File: src/design/uvs_pkg.sv
// Shared types, constants and helper functions for the UV-sphere vertex attribute block.
package uvs_pkg;

	// Fixed formats
	localparam int MAX_DIVISIONS = 1024;
	localparam int FRAC_BITS     = 16;
	localparam int CNT_W         = 11;
	localparam int RAD_W         = 16;
	localparam int MODE_W        = 3;
	localparam int IDX_W         = 2;
	localparam int COMP_W        = 32;
	localparam int TEX_W         = FRAC_BITS + 1;

	// Reset values of the registers
	localparam logic [CNT_W-1:0] RING_COUNT_RST = CNT_W'(16);
	localparam logic [CNT_W-1:0] SEG_COUNT_RST  = CNT_W'(32);
	localparam logic [RAD_W-1:0] RADIUS_RST     = RAD_W'(256);

	// Long division chain: one integer bit plus DIV_STEPS fraction bits
	localparam int DIV_STEPS = 32;
	localparam int QW        = DIV_STEPS + 1;
	localparam int STEP_W    = $clog2(DIV_STEPS + 1);
	localparam int SNAP_TEX  = FRAC_BITS;
	localparam int SNAP_ANG  = DIV_STEPS - 1;

	// Trig arithmetic, Q30
	localparam int XW = 31;
	localparam int TW = 31;
	localparam logic [30:0] HALF_PI_Q30 = 31'd1686629713;
	localparam logic [TW-1:0] QONE      = TW'(1) << 30;
	localparam logic [47:0] TAN_EPS_Q38 = 48'd274878;

	// Horner cells: cos uses all six, sin skips the first
	localparam int HORNER_CELLS = 6;
	localparam int DIVC_W       = 8;
	localparam logic [DIVC_W-1:0] COS_DIV [HORNER_CELLS] = '{
		8'd132, 8'd90, 8'd56, 8'd30, 8'd12, 8'd2};
	localparam logic [DIVC_W-1:0] SIN_DIV [HORNER_CELLS] = '{
		8'd1, 8'd110, 8'd72, 8'd42, 8'd20, 8'd6};
	localparam logic [HORNER_CELLS-1:0] SIN_ON = 6'b111110;
	localparam logic [31:0] COS_RECIP [HORNER_CELLS] = '{
		32'((64'd1 << 32) / 132), 32'((64'd1 << 32) / 90),
		32'((64'd1 << 32) / 56), 32'((64'd1 << 32) / 30),
		32'((64'd1 << 32) / 12), 32'((64'd1 << 32) / 2)};
	localparam logic [31:0] SIN_RECIP [HORNER_CELLS] = '{
		32'd0, 32'((64'd1 << 32) / 110),
		32'((64'd1 << 32) / 72), 32'((64'd1 << 32) / 42),
		32'((64'd1 << 32) / 20), 32'((64'd1 << 32) / 6)};

	// Attribute kinds
	typedef enum logic [MODE_W-1:0] {
		MODE_POS2D   = 3'd0,
		MODE_POS3D   = 3'd1,
		MODE_TEX     = 3'd2,
		MODE_NORMAL  = 3'd3,
		MODE_TANGENT = 3'd4,
		MODE_BITAN   = 3'd5
	} uvs_mode_t;

	// Register indexes
	typedef enum logic [IDX_W-1:0] {
		REG_RING_COUNT = 2'd0,
		REG_SEG_COUNT  = 2'd1,
		REG_RADIUS     = 2'd2
	} uvs_reg_t;

	// Beat in the long division chain
	typedef struct packed {
		logic             vld;
		uvs_mode_t        mode;
		logic [QW-1:0]    rq;
		logic [QW-1:0]    sq;
		logic [CNT_W-1:0] rr;
		logic [CNT_W-1:0] sr;
		logic [CNT_W-1:0] rr_tex;
		logic [CNT_W-1:0] sr_tex;
		logic [CNT_W-1:0] rr_ang;
		logic [STEP_W-1:0] step;
	} uvs_div_t;

	// Beat in the Horner chain; lanes: sin theta, cos theta, sin phi, cos phi
	typedef struct packed {
		logic                 vld;
		uvs_mode_t            mode;
		logic [TEX_W-1:0]     tex_u;
		logic [TEX_W-1:0]     tex_v;
		logic [1:0][1:0]      quad;
		logic [1:0][XW-1:0]   x;
		logic [1:0][31:0]     x2;
		logic [3:0][TW-1:0]   t;
	} uvs_trig_t;

	// Clamp a division count into 1..MAX_DIVISIONS
	function automatic logic [CNT_W-1:0] clamp_count(input logic [CNT_W-1:0] v);
		if (v == '0) return CNT_W'(1);
		if (v > CNT_W'(MAX_DIVISIONS)) return CNT_W'(MAX_DIVISIONS);
		return v;
	endfunction

	// Arithmetic shift right by k, round to nearest, ties away from zero
	function automatic logic signed [63:0] round_shift(input logic signed [63:0] v,
			input int unsigned k);
		logic [63:0] mag;
		logic [63:0] half;
		half = 64'd1 << (k - 1);
		mag  = v[63] ? 64'(-v) : 64'(v);
		mag  = (mag + half) >> k;
		return v[63] ? -$signed(mag) : $signed(mag);
	endfunction

	// Saturate to signed 32 bits
	function automatic logic [COMP_W-1:0] sat32(input logic signed [63:0] v);
		if (v > 64'sd2147483647) return 32'h7FFF_FFFF;
		if (v < -64'sd2147483648) return 32'h8000_0000;
		return v[31:0];
	endfunction

endpackage

File: src/design/uvs_div_cell.sv
// One restoring division step for the ring and segment angle fractions.
module uvs_div_cell import uvs_pkg::*; (
	input  logic             clk,
	input  logic             arst_n,
	input  logic             en,
	input  logic [CNT_W-1:0] ring_div,
	input  logic [CNT_W-1:0] seg_div,
	input  uvs_div_t         d_in,
	output uvs_div_t         d_out
);

	logic [CNT_W:0]   r2, s2;
	logic             rge, sge;
	logic [CNT_W-1:0] rrem, srem;
	uvs_div_t         nxt;

	// Shift remainder, subtract divisor when it fits, shift in quotient bit
	always_comb begin
		r2   = {d_in.rr, 1'b0};
		s2   = {d_in.sr, 1'b0};
		rge  = r2 >= {1'b0, ring_div};
		sge  = s2 >= {1'b0, seg_div};
		rrem = rge ? CNT_W'(r2 - {1'b0, ring_div}) : CNT_W'(r2);
		srem = sge ? CNT_W'(s2 - {1'b0, seg_div}) : CNT_W'(s2);
		nxt      = d_in;
		nxt.rq   = {d_in.rq[QW-2:0], rge};
		nxt.sq   = {d_in.sq[QW-2:0], sge};
		nxt.rr   = rrem;
		nxt.sr   = srem;
		nxt.step = d_in.step + STEP_W'(1);
		// keep remainders needed for the coarser roundings
		if (nxt.step == STEP_W'(SNAP_TEX)) begin
			nxt.rr_tex = rrem;
			nxt.sr_tex = srem;
		end
		if (nxt.step == STEP_W'(SNAP_ANG)) begin
			nxt.rr_ang = rrem;
		end
	end

	always_ff @(posedge clk or negedge arst_n) begin
		if (!arst_n) begin
			d_out <= '0;
		end else if (en) begin
			d_out <= nxt;
		end
	end

endmodule

File: config.mk
export PLATFORM = sky130hd
export DESIGN_NAME = uvs_div_cell
export DESIGN_NICKNAME = d
export VERILOG_FILES = /design/src/design/uvs_pkg.sv /design/src/design/uvs_div_cell.sv
export SDC_FILE = /design/constraint.sdc
export NUM_CORES = 1
export LEC_CHECK = 0
export ABC_AREA = 1
export BUFFER_PORTS_ARGS = -buffer_cell sky130_fd_sc_hd__buf_2
export CAP_MARGIN = 20
export CORE_ASPECT_RATIO = 1.75
export CORE_MARGIN = 4
export CORE_UTILIZATION = 35
export CTS_BUF_LIST = sky130_fd_sc_hd__clkbuf_4
export DETAILED_ROUTE_END_ITERATION = 7
export PLACE_DENSITY = 0.65
export SETUP_SLACK_MARGIN = 0.5
export SLEW_MARGIN = 15
export SYNTH_ARGS = -nofsm -noshare
export SYNTH_HDL_FRONTEND = slang
export SYNTH_SLANG_ARGS = --single-unit
File: constraint.sdc
create_clock -name clk -period 0.8 [get_ports clk]
set_input_delay 0.08 -clock clk [delete_from_list [all_inputs] [get_ports clk]]
set_output_delay 0.08 -clock clk [all_outputs]
set_load 0.005 [all_outputs]
### Word-level counts from Yosys, hierarchy flattened

Index checks and enable logic that the tools add are counted.

* $lt $le $gt $ge: 2
* muxes and demuxes: 4
* eq/ne operators: 2
* $add $sub $neg: 3

Operators by type and width (number)
* $mux W11: 3
* $ge A12 B11 Y1: 2
* $mux W22: 1
* $sub A11 B11 Y11: 2
* $eq A6 B5 Y1 const B: 2
* $add A6 B1 Y6 const B: 1

* output and inout bits: 131
* register bits: 131
* word-level logic and storage cells: 21

### Longest topological paths before layout

* word-level depth: 3
* mapped depth: 14
* mapped depth without buffers: 13

### Worst setup path after synthesis

OpenSTA, ideal clock, no wires.

* path kind: input -> register
* from: input port seg_div[0]
* to: register d_out[19] (netlist bit)
* data arrival time: 1487 ps
* setup slack: -803 ps
* path buffers: 1
* data required time: 684 ps
* cell stages on the path: 11
* path through: inv_1 fa_1 nand3_1 nand3_1 nand2_2 nand3_4 buf_6 o21ai_1 nand2_1 nand2_1 nand2_1

* longest elaborated chain between the ends: 3
* elaborated cells on any way between the ends: 4

RTL lines
* start, declared: RTL line uvs_div_cell.sv:7 `input logic [CNT_W-1:0] seg_div,`
* $sub A11 B11 Y11 / $ge A12 B11 Y1 (equally long branches): RTL line uvs_div_cell.sv:24, uvs_div_cell.sv:22
* $mux W11 (*): RTL line uvs_div_cell.sv:24 `srem = sge ? CNT_W'(s2 - {1'b0, seg_div}) : CNT_W'(s2);`
* $mux W22 (*): RTL line uvs_div_cell.sv:32 `if (nxt.step == STEP_W'(SNAP_TEX)) begin`
* end signal, assigned: RTL line uvs_div_cell.sv:45 `d_out <= nxt;`
* end, declared: RTL line uvs_div_cell.sv:9 `output uvs_div_t d_out`

Every way passes the cells marked *; elsewhere a longest branch is shown, timed or not.
A chain may end at the register's enable or synchronous reset.

### Worst setup path after layout

* from: register d_out[30] (netlist bit)
* to: output port d_out[30] (netlist bit)

No word-level cell between the ends.

==> impl_metrics.env <==
export IMPL_final_max_slew_viol_count=0
export IMPL_cp_top_family="flip-flops"
export IMPL_grt_use_met2_pct=41.4
export IMPL_ys_types=28
export IMPL_combPwrFrac_pct=34.9
export IMPL_clock_fmax_mhz=812
export IMPL_insertion_delay_ns=0.54
export IMPL_cp_cell_sequence="buf_2"
export IMPL_die_area_um2=22500
export IMPL_use_met1_pct=23.0
export IMPL_synthTopCellsByCount="nand2_1 (449), dfrtp_1 (131), nor2_1 (87)"
export IMPL_cts_max_level=4
export IMPL_whs_ns=-0.623
export IMPL_status="complete, but fails checks"
export IMPL_cts_tree="built"
export IMPL_fin_nets=1626
export IMPL_grt_pass1_vias=7817
export IMPL_numCtsBuffers=17
export IMPL_vias=8020
export IMPL_met3_usage_pct=3.69
export IMPL_ys_top_cells_by_area="dfrtp_1 (47%), nand2_1 (24%), nor2_1 (4.6%), nand3_1 (4.6%), ha_1 (4.4%)"
export IMPL_drt_total_wl_mm=26.5
export IMPL_dr_first_iter_drc_count=527
export IMPL_top_usage_layer="met2"
export IMPL_ys_seq_elements=131
export IMPL_reg_top3="d_out (131)"
export IMPL_rrSetupSlack_ns=-0.10
export IMPL_synth_top_cell_area_share_pct=46.6
export IMPL_drive_above_1_share_pct=52.4
export IMPL_grt_overflow=0
export IMPL_die_x_um=115
export IMPL_io_pins=287
export IMPL_area_growth_pct=78.6
export IMPL_cts_buffer_depth=2
export IMPL_yosysWarningCount=0
export IMPL_cp_start_kind="flop"
export IMPL_hold_viol=246
export IMPL_reg2reg_from="d_out[44]$_DFFE_PN0P_"
export IMPL_critPathKind="reg2out"
export IMPL_antenna_left=0
export IMPL_cts_root_buf="clkbuf_4"
export IMPL_finClkSkew_ns=0
export IMPL_internal_power_mw=12.9
export IMPL_timing_final_crit_period_ns=1.23
export IMPL_wl_per_cell_um=15.6
export IMPL_start_util_pct=35.6
export IMPL_place_ws_ns=-0.898
export IMPL_arrival_ns=1.15
export IMPL_postSynthCellCount=962
export IMPL_rsz0062_at_grt="yes"
export IMPL_regMostFlops="d_out"
export IMPL_syn_cell_area_um2=7040
export IMPL_grt_pass1_wl_mm=39.0
export IMPL_synth_edf_count=0
export IMPL_clkSinkCount=131
export IMPL_ys_seq_area_share_pct=46.6
export IMPL_power_net_switching_mw=6.16
export IMPL_largest_reg_flops=131
export IMPL_numPortBuffers=284
export IMPL_row_count=68
export IMPL_async_reset_ff_share_pct=100
export IMPL_avgViaCountPerCell=4.71
export IMPL_r2r_end="d_out[44]$_DFFE_PN0P_"
export IMPL_cp_num_cells=1
export IMPL_antenna_found_initial=4
export IMPL_worstHoldPathType="in2async"
export IMPL_worst_pin_slew_ns=0.400
export IMPL_vdd_drop_max_v=0.00135
export IMPL_p_sw_share_pct=32.3
export IMPL_cpPeakStageDelay_ns=0.46
export IMPL_clkTransAtPathRegs_ns=0.12
export IMPL_clkPwrFrac_pct=24.5
export IMPL_violations="negative hold slack, negative setup slack"
export IMPL_core_um2=19700
export IMPL_critPathBufInv=1
export IMPL_fin_crit_sh_pct=154
export IMPL_synth_most_common_cell="nand2_1"
export IMPL_max_slew_margin_rel_pct=73.4
export IMPL_grt_util_all_layers_pct=22.0
export IMPL_syn_avg_cell_area_um2=7.31
export IMPL_grt_max_degree=50
export IMPL_cpMaxStageDelayCell="dfrtp_1"
export IMPL_setup_worst_path_end="d_out[30]"
export IMPL_firstDrtPassIters=5
export IMPL_setup_slack_ns=-0.432
export IMPL_die_y_um=196
export IMPL_cp_startpoint="d_out[30]$_DFFE_PN0P_"
export IMPL_yosysTopAreaCell="dfrtp_1"
export IMPL_reg2reg_depth=4
export IMPL_setup_viol=197
export IMPL_ys_flop_type="dfrtp_1"
export IMPL_leakagePower_nw=6.65
export IMPL_power_per_cell_area_nw_per_um2=1520
export IMPL_required_ns=0.72
export IMPL_place_gp_congestion=0.853
export IMPL_dp_hpwl_mm=19.0
export IMPL_ctsHoldBuffers=8
export IMPL_drc_errors=0
export IMPL_syn_nets=1145
export IMPL_crit_path_max_fanout=2
export IMPL_pwr_share_seq_pct=40.6
export IMPL_crit_path_end_kind="primary output"
export IMPL_drv_cap=0
-- kinds of logic (layout without fill, tap and decap cells) --
family,count (synthesis),after routing,share of synthesized area [%]
adders and majority gates,27,27,5.01
AOI/OAI and AO/OA,44,44,3.45
buffers and inverters,121,611,7.27
and+or+nand+nor,629,630,36.4
other,0,3,0
DFF,131,131,46.6
xor gates and xnor gates,10,10,1.24
-- final cells by class --
type	instances	area, µm²
Tap cell	245	307
Multi-Input combinational cell	711	4490
Timing Repair Buffer	500	3850
Fill cell	1685	7170
Inverter	82	359
Antenna cell	3	7.51
Clock inverter	10	138
Sequential cell	131	3280
Clock buffer	19	143
-- through the flow --
stage / util (%) / power, mW / area [µm²] / cells / setup TNS, ns
after global routing: 63.7 / 20.1 / 12600 / 1701 / -71.79
after detailed placement: 50.6 / 12.6 / 9980 / 1554 / -50.73
after global placement: 50.6 / 12.5 / 9980 / 1554 / -48.51
after CTS: 58.6 / 18.3 / 11600 / 1648 / -63.45
final: 63.7 / 19.1 / 12600 / 1701 / -60.49
after floorplan: - / 10.1 / 7570 / 962 / -50.96
-- placed cells by master, fill, tap and decap left out, drive strengths merged --
master / synthesis / routed
inv: 81 / 81
clkinv: 1 / 4
xnor2: 6 / 6
clkbuf: 19 / 23
dlygate4sd3: 0 / 8
nand4: 16 / 16
dfrtp: 131 / 131
nand2: 453 / 453
nand3: 67 / 68
o21ai: 26 / 26
diode: 0 / 3
clkinvlp: 0 / 4
fa: 2 / 2
xor2: 4 / 4
a31oi: 12 / 12
bufinv: 0 / 3
a21oi: 6 / 6
buf: 20 / 488
ha: 25 / 25
nor2: 93 / 93
-- worst min path at each step --
stage / start / to / slack [ns] / depth (start not counted)
final: arst_n / d_out[32]$_DFFE_PN0P_ / -0.62 / 1
after global routing: arst_n / d_out[32]$_DFFE_PN0P_ / -0.68 / 1
after CTS: arst_n / d_out[32]$_DFFE_PN0P_ / -0.69 / 1
after detailed placement: arst_n / d_out[11]$_DFFE_PN0P_ / -0.04 / 1
after global placement: arst_n / d_out[60]$_DFFE_PN0P_ / -0.04 / 1
after floorplan: arst_n / d_out[0]$_DFFE_PN0P_ / -0.22 / 0
-- timing repair --
item,CTS,global route
gates cloned,4,3
pin swaps,107,107
endpoints found under the hold margin,258,247
resized for setup,182,143
setup endpoints to repair,262,262
setup buffers,53,47
-- power by group through the flow --
| stage | Sequential (mW) | Combinational [mW] | Clock (mW) |
|---|---|---|---|
| global route | 7.81 | 7.25 | 5.09 |
| floorplan | 7.85 | 2.26 | 0 |
| global placement | 7.82 | 4.71 | 0 |
| finish | 7.75 | 6.65 | 4.66 |
| CTS | 7.72 | 5.82 | 4.81 |
| detailed placement | 7.83 | 4.79 | 0 |
-- layer usage --
metal  vias up  part of all wire (%)
met5         -                 0.045
met4         2                   4.0
met3        68                   4.6
met2       250                    56
met1      3750                    36
li1       3950                     -
No activity file was read; power rests on OpenSTA's default activity.
